<file path="config.mk">
export PLATFORM = sky130hd
export DESIGN_NAME = histogram_percentile_highlight
export DESIGN_NICKNAME = d
export VERILOG_FILES = /design/src/rtl/core/hph_pkg.sv /design/src/rtl/core/histogram_percentile_highlight.sv /design/src/rtl/core/hph_ram.sv /design/src/rtl/core/hph_ctrl.sv /design/src/rtl/core/hph_datapath.sv
export VERILOG_INCLUDE_DIRS = /design/src /design/src/rtl/core
export SDC_FILE = /design/constraint.sdc
export NUM_CORES = 2
export LEC_CHECK = 0
export ABC_AREA = 1
export BUFFER_PORTS_ARGS = -buffer_cell sky130_fd_sc_hd__buf_2
export CORE_ASPECT_RATIO = 1.25
export CORE_MARGIN = 2
export CORE_UTILIZATION = 29
export CTS_CLUSTER_SIZE = 10
export DETAILED_ROUTE_END_ITERATION = 7
export GPL_ROUTABILITY_DRIVEN = 0
export PLACE_DENSITY = 0.45
export SYNTH_ARGS = -nofsm -noshare
export SYNTH_HDL_FRONTEND = slang
export SYNTH_SLANG_ARGS = --single-unit
export TNS_END_PERCENT = 10
</file>
<file path="constraint.sdc">
create_clock -name clk -period 26.3 [get_ports clk]
set_clock_uncertainty 0.2 [all_clocks]
set_input_delay 2.63 -clock clk [delete_from_list [all_inputs] [get_ports clk]]
set_output_delay 2.63 -clock clk [all_outputs]
set_load 0.01 [all_outputs]
</file>
<file path="src/rtl/core/histogram_percentile_highlight_macros.svh">
// ---------------------------------------------------------------------------
// Assertion macros for the histogram percentile highlight block
// Shorthand for clocked implication checks, all disabled during reset.
// ---------------------------------------------------------------------------
`ifndef HISTOGRAM_PERCENTILE_HIGHLIGHT_MACROS_SVH
`define HISTOGRAM_PERCENTILE_HIGHLIGHT_MACROS_SVH

// The consequent must hold in the same cycle as the antecedent.
`define HPH_ASSERT_SAME(lbl, ante, cons, msg) \
  lbl: assert property (@(posedge clk) disable iff (rst) (ante) |-> (cons)) \
    else $error(msg);

// The consequent must hold in the cycle after the antecedent.
`define HPH_ASSERT_NEXT(lbl, ante, cons, msg) \
  lbl: assert property (@(posedge clk) disable iff (rst) (ante) |=> (cons)) \
    else $error(msg);

`endif

</file>
<file path="src/rtl/core/hph_pkg.sv">
// ---------------------------------------------------------------------------
// hph_pkg
// Shared types and constants of the histogram percentile highlight block.
// ---------------------------------------------------------------------------
package hph_pkg;

  localparam int PIXEL_W            = 8;
  localparam int NUM_BINS           = 256;
  localparam int BIN_AW             = 8;
  localparam int PROP_W             = 11;
  localparam int Q10_SHIFT          = 10;
  localparam int MAX_PIXELS_DEFAULT = 1024;

  localparam logic [PROP_W-1:0]  PROP_RESET      = 11'd102;
  localparam logic [PIXEL_W-1:0] HIGHLIGHT_RESET = 8'd200;

  // Configuration port.
  localparam int CFG_IDX_W  = 1;
  localparam int CFG_DATA_W = 11;
  localparam logic [CFG_IDX_W-1:0] REG_PROPORTION = 1'd0;
  localparam logic [CFG_IDX_W-1:0] REG_HIGHLIGHT  = 1'd1;

  // Input operation codes (carried on tuser).
  localparam logic OP_ACCUMULATE = 1'b0;
  localparam logic OP_APPLY      = 1'b1;

  // Output kinds (carried on tuser).
  localparam logic KIND_REPORT = 1'b0;
  localparam logic KIND_PIXEL  = 1'b1;

  localparam int OUT_DATA_W = 2 * PIXEL_W;

  typedef enum logic [2:0] {
    ST_IDLE,
    ST_ACC_WR,
    ST_PREP,
    ST_WALK,
    ST_REPORT
  } state_t;

  typedef struct packed {
    logic acc_rd;   // read the bin of the accepted pixel
    logic acc_wr;   // write back the incremented bin
    logic prep;     // form the target and restart the walk
    logic walk;     // walk the bins from the top
    logic report;   // load the threshold report into the output register
    logic apply;    // map the accepted pixel into the output register
  } cmd_t;

  typedef struct packed {
    logic acc_last; // the pixel in flight closes the accumulate pass
    logic hit;      // the walk has found its bin this cycle
    logic out_free; // the output register can take a new beat
  } status_t;

endpackage

</file>
<file path="src/rtl/core/histogram_percentile_highlight.sv">
// Apply beats: one beat per cycle while the output is taken, the mapped pixel appears in the cycle after acceptance.
// Accumulate beats: each is a read-modify-write of the histogram RAM; input is held off during the write-back.
// Last accumulate beat: the walk reads one bin per cycle from 255 down, and input is
// held off until the threshold report is loaded into the output register.
// Reset (rst, synchronous, active high) clears the histogram valid bits, count,
// threshold and output, and restores proportion 102 and highlight value 200.
// ---------------------------------------------------------------------------
// histogram_percentile_highlight
// Histogram of a grey image, percentile threshold, and highlighting of
// the pixels above it.
// ---------------------------------------------------------------------------
//
// An accumulate beat bumps its pixel's bin and the pixel count, until the
// count reaches MAX_PIXELS; further pixels are dropped, though a last mark
// still ends the pass. On the last accumulate beat the controller walks the
// bins from the top, keeping a running sum, and stops at the first bin where
// 1024 times the sum reaches proportion times count (or at bin zero). The
// threshold is one below that bin, clamped at zero. A report beat carries it,
// and the histogram is emptied by clearing all its valid bits together.
//
// An apply beat passes its pixel through unless it exceeds the threshold,
// in which case the highlight value replaces it.
//
// The controller (hph_ctrl) sequences the work; the datapath (hph_datapath)
// holds the histogram RAM, the walk arithmetic and the output register.
module histogram_percentile_highlight #(
  parameter int MAX_PIXELS = hph_pkg::MAX_PIXELS_DEFAULT
) (
  input  logic                           clk,
  input  logic                           rst,
  // Input stream.
  input  logic                           s_axis_tvalid,
  output logic                           s_axis_tready,
  input  logic [hph_pkg::PIXEL_W-1:0]    s_axis_tdata,  // [7:0] pixel
  input  logic                           s_axis_tuser,  // [0] operation
  input  logic                           s_axis_tlast,  // last pixel of pass
  // Output stream.
  output logic                           m_axis_tvalid,
  input  logic                           m_axis_tready,
  output logic [hph_pkg::OUT_DATA_W-1:0] m_axis_tdata,  // [7:0] pixel_out,
                                                        // [15:8] threshold_value
  output logic                           m_axis_tuser,  // [0] output_kind
  // Configuration writes.
  input  logic                           cfg_we,
  input  logic [hph_pkg::CFG_IDX_W-1:0]  cfg_index,
  input  logic [hph_pkg::CFG_DATA_W-1:0] cfg_data
);

  hph_pkg::cmd_t    cmd;
  hph_pkg::status_t status;

  hph_ctrl u_ctrl (
    .clk      (clk),
    .rst      (rst),
    .in_valid (s_axis_tvalid),
    .in_op    (s_axis_tuser),
    .in_ready (s_axis_tready),
    .status   (status),
    .cmd      (cmd)
  );

  hph_datapath #(
    .MAX_PIXELS (MAX_PIXELS)
  ) u_datapath (
    .clk       (clk),
    .rst       (rst),
    .cmd       (cmd),
    .status    (status),
    .in_pixel  (s_axis_tdata),
    .in_last   (s_axis_tlast),
    .cfg_we    (cfg_we),
    .cfg_index (cfg_index),
    .cfg_data  (cfg_data),
    .out_valid (m_axis_tvalid),
    .out_ready (m_axis_tready),
    .out_data  (m_axis_tdata),
    .out_kind  (m_axis_tuser)
  );

`include "histogram_percentile_highlight_macros.svh"

  // An accepted apply beat always yields an output beat in the next cycle.
  `HPH_ASSERT_NEXT(a_apply_result, s_axis_tvalid && s_axis_tready && s_axis_tuser, m_axis_tvalid && m_axis_tuser, "apply beat without result")

  // Input is only taken when the output register can take a result.
  `HPH_ASSERT_SAME(a_ready_needs_room, s_axis_tready, !m_axis_tvalid || m_axis_tready, "input taken with output blocked")

  // A threshold report carries a zero pixel field.
  `HPH_ASSERT_SAME(a_report_pixel_zero, m_axis_tvalid && !m_axis_tuser, m_axis_tdata[7:0] == 8'd0, "report with nonzero pixel")

  // A walk hit never happens while the controller prepares the walk.
  `HPH_ASSERT_SAME(a_hit_in_walk, status.hit && !cmd.walk, !cmd.prep, "walk hit during preparation")

endmodule

</file>
<file path="src/rtl/core/hph_ram.sv">
// ---------------------------------------------------------------------------
// hph_ram
// Generic simple dual-port RAM: one write port, one registered read port.
// ---------------------------------------------------------------------------
module hph_ram #(
  parameter int WIDTH = 8,
  parameter int DEPTH = 256
) (
  input  logic                     clk,
  input  logic                     we,
  input  logic [$clog2(DEPTH)-1:0] waddr,
  input  logic [WIDTH-1:0]         wdata,
  input  logic                     re,
  input  logic [$clog2(DEPTH)-1:0] raddr,
  output logic [WIDTH-1:0]         rdata
);

  logic [WIDTH-1:0] mem [DEPTH];

  always_ff @(posedge clk) begin
    if (we) begin
      mem[waddr] <= wdata;
    end
    if (re) begin
      rdata <= mem[raddr];
    end
  end

endmodule

</file>
<file path="src/rtl/core/hph_ctrl.sv">
// ---------------------------------------------------------------------------
// hph_ctrl
// Sequencer: accepts beats, steps the histogram update, walk and report.
// ---------------------------------------------------------------------------
module hph_ctrl (
  input  logic              clk,
  input  logic              rst,
  input  logic              in_valid,
  input  logic              in_op,
  output logic              in_ready,
  input  hph_pkg::status_t  status,
  output hph_pkg::cmd_t     cmd
);

  hph_pkg::state_t state;
  hph_pkg::state_t state_next;
  logic            accept;

  assign in_ready = (state == hph_pkg::ST_IDLE) && status.out_free;
  assign accept   = in_valid && in_ready;

  always_ff @(posedge clk) begin
    if (rst) begin
      state <= hph_pkg::ST_IDLE;
    end else begin
      state <= state_next;
    end
  end

  always_comb begin
    state_next = state;
    case (state)
      hph_pkg::ST_IDLE: begin
        if (accept && (in_op == hph_pkg::OP_ACCUMULATE)) begin
          state_next = hph_pkg::ST_ACC_WR;
        end
      end
      hph_pkg::ST_ACC_WR: begin
        state_next = status.acc_last ? hph_pkg::ST_PREP : hph_pkg::ST_IDLE;
      end
      hph_pkg::ST_PREP: begin
        state_next = hph_pkg::ST_WALK;
      end
      hph_pkg::ST_WALK: begin
        if (status.hit) begin
          state_next = hph_pkg::ST_REPORT;
        end
      end
      hph_pkg::ST_REPORT: begin
        if (status.out_free) begin
          state_next = hph_pkg::ST_IDLE;
        end
      end
      default: begin
        state_next = hph_pkg::ST_IDLE;
      end
    endcase
  end

  always_comb begin
    cmd = '0;
    case (state)
      hph_pkg::ST_IDLE: begin
        cmd.acc_rd = accept && (in_op == hph_pkg::OP_ACCUMULATE);
        cmd.apply  = accept && (in_op == hph_pkg::OP_APPLY);
      end
      hph_pkg::ST_ACC_WR: begin
        cmd.acc_wr = 1'b1;
      end
      hph_pkg::ST_PREP: begin
        cmd.prep = 1'b1;
      end
      hph_pkg::ST_WALK: begin
        cmd.walk = 1'b1;
      end
      hph_pkg::ST_REPORT: begin
        cmd.report = status.out_free;
      end
      default: begin
        cmd = '0;
      end
    endcase
  end

endmodule

</file>
<file path="src/rtl/core/hph_datapath.sv">
// ---------------------------------------------------------------------------
// hph_datapath
// Histogram storage, pixel count, percentile walk, threshold and output.
// ---------------------------------------------------------------------------
module hph_datapath #(
  parameter int MAX_PIXELS = hph_pkg::MAX_PIXELS_DEFAULT
) (
  input  logic                              clk,
  input  logic                              rst,
  input  hph_pkg::cmd_t                     cmd,
  output hph_pkg::status_t                  status,
  input  logic [hph_pkg::PIXEL_W-1:0]       in_pixel,
  input  logic                              in_last,
  input  logic                              cfg_we,
  input  logic [hph_pkg::CFG_IDX_W-1:0]     cfg_index,
  input  logic [hph_pkg::CFG_DATA_W-1:0]    cfg_data,
  output logic                              out_valid,
  input  logic                              out_ready,
  output logic [hph_pkg::OUT_DATA_W-1:0]    out_data,
  output logic                              out_kind
);

  // A bin never holds more than the pixel count, which stops at MAX_PIXELS.
  localparam int CW = $clog2(MAX_PIXELS + 1);
  localparam int TW = CW + hph_pkg::PROP_W;
  localparam logic [CW-1:0] MAX_COUNT = CW'(MAX_PIXELS);

  // Configuration registers.
  logic [hph_pkg::PROP_W-1:0]  proportion;
  logic [hph_pkg::PIXEL_W-1:0] highlight;

  always_ff @(posedge clk) begin
    if (rst) begin
      proportion <= hph_pkg::PROP_RESET;
      highlight  <= hph_pkg::HIGHLIGHT_RESET;
    end else if (cfg_we) begin
      case (cfg_index)
        hph_pkg::REG_PROPORTION: proportion <= cfg_data;
        hph_pkg::REG_HIGHLIGHT:  highlight  <= cfg_data[hph_pkg::PIXEL_W-1:0];
        default: begin
        end
      endcase
    end
  end

  // Histogram memory with one valid bit per bin; an invalid bin reads as zero.
  logic [hph_pkg::NUM_BINS-1:0] bin_valid;
  logic                         ram_we;
  logic                         ram_re;
  logic [hph_pkg::BIN_AW-1:0]   ram_raddr;
  logic [CW-1:0]                ram_wdata;
  logic [CW-1:0]                ram_rdata;

  // Pixel in flight through the read-modify-write.
  logic [hph_pkg::BIN_AW-1:0] acc_pix;
  logic                       acc_last;
  logic                       acc_en;
  logic [CW-1:0]              pixel_count;
  logic [CW-1:0]              acc_bin;

  // Walk state.
  logic [TW-1:0]              target;
  logic [CW-1:0]              cum;
  logic [CW-1:0]              cum_sum;
  logic [TW-1:0]              cum_scaled;
  logic [CW-1:0]              walk_bin;
  logic [hph_pkg::BIN_AW-1:0] walk_addr;
  logic                       issued_all;
  logic                       rd_v;
  logic [hph_pkg::BIN_AW-1:0] rd_bin;
  logic                       walk_issue;
  logic                       hit;
  logic [hph_pkg::PIXEL_W-1:0] threshold;

  assign walk_issue = cmd.walk && !issued_all;
  assign ram_re     = cmd.acc_rd || walk_issue;
  assign ram_raddr  = cmd.acc_rd ? in_pixel : walk_addr;
  assign ram_we     = cmd.acc_wr && acc_en;
  assign acc_bin    = bin_valid[acc_pix] ? ram_rdata : '0;
  assign ram_wdata  = acc_bin + CW'(1);

  hph_ram #(
    .WIDTH (CW),
    .DEPTH (hph_pkg::NUM_BINS)
  ) u_hist_ram (
    .clk   (clk),
    .we    (ram_we),
    .waddr (acc_pix),
    .wdata (ram_wdata),
    .re    (ram_re),
    .raddr (ram_raddr),
    .rdata (ram_rdata)
  );

  always_ff @(posedge clk) begin
    if (cmd.acc_rd) begin
      acc_pix  <= in_pixel;
      acc_last <= in_last;
      acc_en   <= (pixel_count < MAX_COUNT);
    end
  end

  // Bin sum so far, scaled by 1024, against proportion times count.
  assign walk_bin   = bin_valid[rd_bin] ? ram_rdata : '0;
  assign cum_sum    = cum + walk_bin;
  assign cum_scaled = TW'({cum_sum, {hph_pkg::Q10_SHIFT{1'b0}}});
  assign hit        = rd_v && ((cum_scaled >= target) || (rd_bin == '0));

  always_ff @(posedge clk) begin
    if (cmd.prep) begin
      target <= TW'(proportion) * TW'(pixel_count);
    end
    if (cmd.prep) begin
      cum <= '0;
    end else if (cmd.walk && rd_v) begin
      cum <= cum_sum;
    end
    if (walk_issue) begin
      rd_bin <= walk_addr;
    end
  end

  always_ff @(posedge clk) begin
    if (rst) begin
      bin_valid   <= '0;
      pixel_count <= '0;
      threshold   <= '0;
      walk_addr   <= '1;
      issued_all  <= 1'b0;
      rd_v        <= 1'b0;
    end else begin
      rd_v <= walk_issue;
      if (cmd.prep) begin
        walk_addr  <= '1;
        issued_all <= 1'b0;
      end else if (walk_issue) begin
        walk_addr  <= walk_addr - hph_pkg::BIN_AW'(1);
        issued_all <= (walk_addr == '0);
      end
      if (cmd.walk && hit) begin
        // The threshold sits one below the stopping bin, clamped at zero.
        threshold   <= (rd_bin == '0) ? '0 : rd_bin - hph_pkg::BIN_AW'(1);
        bin_valid   <= '0;
        pixel_count <= '0;
      end else if (ram_we) begin
        bin_valid[acc_pix] <= 1'b1;
        pixel_count        <= pixel_count + CW'(1);
      end
    end
  end

  // Output register.
  always_ff @(posedge clk) begin
    if (rst) begin
      out_valid <= 1'b0;
    end else if (cmd.apply || cmd.report) begin
      out_valid <= 1'b1;
    end else if (out_ready) begin
      out_valid <= 1'b0;
    end
  end

  always_ff @(posedge clk) begin
    if (cmd.apply) begin
      out_kind <= hph_pkg::KIND_PIXEL;
      out_data <= {threshold, (in_pixel > threshold) ? highlight : in_pixel};
    end else if (cmd.report) begin
      out_kind <= hph_pkg::KIND_REPORT;
      out_data <= {threshold, {hph_pkg::PIXEL_W{1'b0}}};
    end
  end

  assign status.acc_last = acc_last;
  assign status.hit      = hit;
  assign status.out_free = !out_valid || out_ready;

endmodule

</file>
==> flow_results.xml <==
<?xml version="1.0" encoding="UTF-8"?>
<metrics>
  <group name="run_status">
    <metric name="outcome" unit="">complete, but fails checks</metric>
    <metric name="violations" unit="">max-slew violations</metric>
  </group>
  <group name="timing">
    <metric name="finalHoldViolations" unit="">0</metric>
    <metric name="min_period_over_period" unit="">0.356</metric>
    <metric name="worst_slew_pin_slew" unit="ns">1.55</metric>
    <metric name="post_layout_minimum_cycle_time" unit="ns">9.37</metric>
    <metric name="fmax" unit="GHz">0.107</metric>
    <metric name="timing.max_slew.rel_slack" unit="">-0.0303</metric>
    <metric name="slew_viol_final" unit="">25</metric>
    <metric name="final-setup-viol-count" unit="">0</metric>
    <metric name="grt_setup_unrepaired" unit="">no</metric>
    <metric name="final.setup.tns" unit="ns">0</metric>
  </group>
  <group name="worst_hold_path">
    <metric name="source_of_the_worst_hold_timing_path" unit="">u_datapath.issued_all$_SDFFE_PP0P_</metric>
    <metric name="holdPathEnd" unit="">u_datapath.issued_all$_SDFFE_PP0P_</metric>
    <metric name="hold_class" unit="">reg2reg</metric>
    <metric name="hold_path_stages" unit="">2</metric>
  </group>
  <group name="yosys">
    <metric name="synth_seq_cells" unit="">3203</metric>
    <metric name="avgSynthCellArea" unit="µm²">10.1</metric>
    <metric name="synth_largest_type_area_fraction" unit="">0.613</metric>
    <metric name="synth_top_area_cell" unit="">sky130_fd_sc_hd__edfxtp_1</metric>
    <metric name="postSynth.asyncResetShare" unit="">0</metric>
    <metric name="post_synth_main_area_contributors" unit="">sky130_fd_sc_hd__edfxtp_1 (61%), sky130_fd_sc_hd__nand2_1 (13%), sky130_fd_sc_hd__nand3_1 (6.4%)</metric>
    <metric name="ys_warn_count" unit="">0</metric>
    <metric name="synth_edf_count" unit="">2883</metric>
    <metric name="yosys.cell_types.count" unit="">46</metric>
    <metric name="synthesis.instances" unit="">14000</metric>
    <metric name="seq_area_frac_synth" unit="">0.658</metric>
    <metric name="netlist_area" unit="µm²">141000</metric>
    <metric name="syn-num-nets" unit="">14200</metric>
    <metric name="synth_top_flop_cell" unit="">sky130_fd_sc_hd__edfxtp_1</metric>
  </group>
  <group name="global_routing">
    <metric name="grt_pass1_wl" unit="µm">689000</metric>
    <metric name="grtUsageTotal" unit="">0.189</metric>
    <metric name="antenna_found_initial" unit="">13</metric>
    <metric name="pin_count_of_the_biggest_net_entering_global_routing" unit="">193</metric>
    <metric name="grt_remaining_overflow" unit="">0</metric>
    <metric name="first_global_vias" unit="">94400</metric>
  </group>
  <group name="power">
    <metric name="power_per_cell_area" unit="nW/µm²">68.9</metric>
    <metric name="total_power_after_layout" unit="µW">10900</metric>
    <metric name="vdd_ir_drop_max" unit="mV">0.0476</metric>
    <metric name="p_leak" unit="µW">0.0606</metric>
  </group>
  <group name="setup_path">
    <metric name="critical_path.reg2reg.endpoint" unit="">u_datapath.bin_valid[7]$_SDFFE_PP0P_</metric>
    <metric name="setup.worst_path.start_class" unit="">primary input</metric>
    <metric name="critPathMaxFanout" unit="">79</metric>
    <metric name="crit_type" unit="">in2reg</metric>
    <metric name="critPathCaptureType" unit="">register</metric>
    <metric name="critPathArrivalTime" unit="ns">9.88</metric>
    <metric name="r2r.worst_path.cells" unit="">31</metric>
    <metric name="timing.critical_path.required" unit="ns">26.81</metric>
    <metric name="ff2ff_setup_slack" unit="ns">17.01</metric>
    <metric name="r2r_start" unit="">u_datapath.rd_bin[2]$_DFFE_PP_</metric>
  </group>
  <group name="clocking">
    <metric name="cts_sinks" unit="">3203</metric>
    <metric name="ctsHtreeMaxLevel" unit="">5</metric>
    <metric name="cts_setup_buffers" unit="">0</metric>
    <metric name="cts_tree" unit="">yes</metric>
    <metric name="cts-resized-gates" unit="">0</metric>
    <metric name="insertion_delay" unit="ns">1.00</metric>
    <metric name="clock-root-buffer" unit="">sky130_fd_sc_hd__clkbuf_16</metric>
    <metric name="number_of_buffers_added_by_the_clock_tree_synthesis_step" unit="">363</metric>
    <metric name="clkTransAtPathRegs" unit="ns">0.06</metric>
    <metric name="cts_max_path_bufs" unit="">4</metric>
    <metric name="cts.hold.buffers_added" unit="">0</metric>
  </group>
  <group name="drt">
    <metric name="wl" unit="µm">479000</metric>
    <metric name="avgRoutedWirePerCell" unit="µm">23.4</metric>
    <metric name="detailroute.via_count" unit="">98200</metric>
    <metric name="dr.first_iter.drc_count" unit="">8152</metric>
    <metric name="drcViolationCount" unit="">0</metric>
    <metric name="detail_route.vias_per_cell" unit="">4.79</metric>
    <metric name="postRouteAntennaNets" unit="">0</metric>
    <metric name="detail_route.first_pass.iterations" unit="">8</metric>
  </group>
  <group name="die">
    <metric name="core-area" unit="µm²">485000</metric>
    <metric name="die_y" unit="µm">784</metric>
    <metric name="floorplan.die_area" unit="µm²">493000</metric>
    <metric name="design.portCount" unit="">46</metric>
    <metric name="initial_utilization" unit="">0.291</metric>
    <metric name="number_of_rows_created_at_floorplan" unit="">286</metric>
    <metric name="die_w" unit="µm">628</metric>
  </group>
  <group name="layout">
    <metric name="share_of_cells_above_drive_strength_1" unit="">0.0683</metric>
    <metric name="fin_nets" unit="">14100</metric>
    <metric name="finish.instance_area" unit="µm²">159000</metric>
    <metric name="final.fill_count" unit="">49500</metric>
    <metric name="areaGrowthSynthToFinish" unit="%">12.4</metric>
  </group>
  <group name="job">
    <metric name="max_cap_viol_count" unit="">0</metric>
  </group>
  <group name="placed_design">
    <metric name="detailed_place_hpwl" unit="µm">281000</metric>
    <metric name="port_buffers" unit="">45</metric>
    <metric name="placement.cell_area" unit="µm²">149000</metric>
  </group>
</metrics>
[layout by cell type (no fill, tap or decap), types with 6 or more instances in the layout]
cell | Yosys | final
sky130_fd_sc_hd__edfxtp_1 | 2883 | 2883
sky130_fd_sc_hd__clkbuf_1 | 219 | 122
sky130_fd_sc_hd__inv_16 | 0 | 6
sky130_fd_sc_hd__inv_1 | 1342 | 1323
sky130_fd_sc_hd__o21ai_1 | 87 | 84
sky130_fd_sc_hd__clkinv_8 | 0 | 6
sky130_fd_sc_hd__fa_1 | 81 | 81
sky130_fd_sc_hd__nand2_1 | 4739 | 4733
sky130_fd_sc_hd__clkbuf_16 | 0 | 371
sky130_fd_sc_hd__o21ai_0 | 216 | 215
sky130_fd_sc_hd__nor2_1 | 954 | 782
sky130_fd_sc_hd__nor2_2 | 3 | 171
sky130_fd_sc_hd__xor2_1 | 28 | 26
sky130_fd_sc_hd__nand4_1 | 17 | 17
sky130_fd_sc_hd__a21oi_1 | 142 | 142
sky130_fd_sc_hd__nand3_1 | 1799 | 1799
sky130_fd_sc_hd__o21bai_1 | 6 | 6
sky130_fd_sc_hd__o211ai_1 | 361 | 361
sky130_fd_sc_hd__nand2_4 | 1 | 7
sky130_fd_sc_hd__dfxtp_1 | 320 | 320
sky130_fd_sc_hd__nor3_1 | 10 | 10
sky130_fd_sc_hd__buf_4 | 26 | 262
sky130_fd_sc_hd__nor2_4 | 2 | 6
sky130_fd_sc_hd__ha_1 | 94 | 93
sky130_fd_sc_hd__buf_2 | 490 | 45
sky130_fd_sc_hd__o22ai_1 | 16 | 16
sky130_fd_sc_hd__inv_2 | 9 | 21
sky130_fd_sc_hd__buf_12 | 0 | 14
sky130_fd_sc_hd__o21ai_4 | 0 | 6
sky130_fd_sc_hd__xnor2_1 | 15 | 12
[worst max-delay path, stage by stage]
cell	delay, ns
sky130_fd_sc_hd__buf_2	0.11
sky130_fd_sc_hd__nor2_2	0.18
sky130_fd_sc_hd__nor2_4	0.08
sky130_fd_sc_hd__nand3_4	0.26
sky130_fd_sc_hd__nand2_1	0.16
sky130_fd_sc_hd__nand2_4	0.46
sky130_fd_sc_hd__buf_4	0.77
sky130_fd_sc_hd__buf_4	0.75
sky130_fd_sc_hd__buf_4	0.66
sky130_fd_sc_hd__buf_4	0.65
sky130_fd_sc_hd__buf_4	0.76
sky130_fd_sc_hd__buf_4	0.78
sky130_fd_sc_hd__nand2_1	0.10
sky130_fd_sc_hd__o211ai_1	0.12
sky130_fd_sc_hd__nand3_1	0.09
sky130_fd_sc_hd__nand3_1	0.19
sky130_fd_sc_hd__nand3_1	0.10
sky130_fd_sc_hd__nand3_1	0.11
sky130_fd_sc_hd__nand3_1	0.31
sky130_fd_sc_hd__nand3_1	0.18
sky130_fd_sc_hd__nand2_1	0.07
[per-stage QoR]
| stage | setup slack, ns | hold slack [ns] | cells | utilization |
|---|---|---|---|---|
| after global placement | 16.07 | 0.243 | 20000 | 0.306 |
| final | 16.93 | 0.253 | 20500 | 0.327 |
| after floorplan | 15.00 | 0.208 | 14000 | - |
| after CTS | 17.05 | 0.255 | 20500 | 0.327 |
| after detailed placement | 16.00 | 0.246 | 20000 | 0.306 |
| after global routing | 16.60 | 0.276 | 20500 | 0.327 |
[state kept, by name, summed over array words and instances (netlist names)]
signal                       cells
u_datapath.proportion           11
u_datapath.u_hist_ram.mem     2816
u_datapath.acc_pix               8
u_datapath.threshold             8
u_datapath.cum                  11
u_datapath.out_valid             1
u_datapath.pixel_count          11
u_datapath.rd_bin                8
u_datapath.bin_valid           256
u_datapath.acc_en                1
u_datapath.walk_addr             8
u_ctrl.state                     3
u_datapath.target               22
u_datapath.acc_last              1
u_datapath.out_data             16
u_datapath.out_kind              1
u_datapath.highlight             8
u_datapath.rd_v                  1
u_datapath.issued_all            1
u_datapath.u_hist_ram.rdata     11
[cells by family after synthesis]
group                      Yosys count  share of synthesized area
xor gates and xnor gates            43                    0.00267
and+or+nand+nor                   7545                      0.218
AOI/OAI and AO/OA                  856                     0.0375
buffers and inverters             2155                     0.0643
adders and majority gates          175                     0.0198
DFF                               3203                      0.658
[power breakdown]
part,total (µW),switching [µW],internal (µW)
logic,804,613,191
clock network,4640,2060,2580
registers,5500,18.6,5480
total,10900,2690,8250
[worst max path at each step]
stage                                               start                                        end  slack (ns)
after floorplan           u_datapath.acc_pix[0]$_DFFE_PP_  u_datapath.u_hist_ram.mem[0][4]$_DFFE_PP_       15.00
after global placement                      m_axis_tready   u_datapath.u_hist_ram.rdata[7]$_DFFE_PP_       16.07
after detailed placement                    m_axis_tready   u_datapath.u_hist_ram.rdata[7]$_DFFE_PP_       16.00
after CTS                                   m_axis_tready   u_datapath.u_hist_ram.rdata[7]$_DFFE_PP_       17.05
after global routing                        m_axis_tready   u_datapath.u_hist_ram.rdata[7]$_DFFE_PP_       16.60
final                                       m_axis_tready   u_datapath.u_hist_ram.rdata[7]$_DFFE_PP_       16.93
[routing by layer]
metal	track usage	vias up	wire length, µm
met4	0.0737	4	20200
li1	-	46100	-
met5	0	-	32
met1	0.246	48800	205000
met3	0.0239	688	23900
met2	0.320	2664	230000
[synth_stat cells, types with 5 or more instances]
cell type                  number
sky130_fd_sc_hd__nand2_1     4739
sky130_fd_sc_hd__edfxtp_1    2883
sky130_fd_sc_hd__nand3_1     1799
sky130_fd_sc_hd__inv_1       1342
sky130_fd_sc_hd__nor2_1       954
sky130_fd_sc_hd__buf_2        490
sky130_fd_sc_hd__o211ai_1     361
sky130_fd_sc_hd__dfxtp_1      320
sky130_fd_sc_hd__clkbuf_1     219
sky130_fd_sc_hd__o21ai_0      216
sky130_fd_sc_hd__a21oi_1      142
sky130_fd_sc_hd__ha_1          94
sky130_fd_sc_hd__o21ai_1       87
sky130_fd_sc_hd__fa_1          81
sky130_fd_sc_hd__buf_6         38
sky130_fd_sc_hd__buf_1         30
sky130_fd_sc_hd__xor2_1        28
sky130_fd_sc_hd__buf_4         26
sky130_fd_sc_hd__nand4_1       17
sky130_fd_sc_hd__o22ai_1       16
sky130_fd_sc_hd__xnor2_1       15
sky130_fd_sc_hd__nor3_1        10
sky130_fd_sc_hd__inv_2          9
sky130_fd_sc_hd__o21bai_1       6
sky130_fd_sc_hd__a21o_1         5
sky130_fd_sc_hd__a31oi_1        5
[area by class of cell]
type,count,area [µm²],area share
flip-flops and latches,3203,93000,0.586
inverters,1352,5120,0.0322
well taps,6480,8110,0.0511
clock inverters,27,409,0.00258
repair buffers,321,2470,0.0156
clock buffers,498,9810,0.0618
multi-input cells,8619,39900,0.251
diodes,4,10.0,0.0000630
No activity file was read; power rests on OpenSTA's default activity.
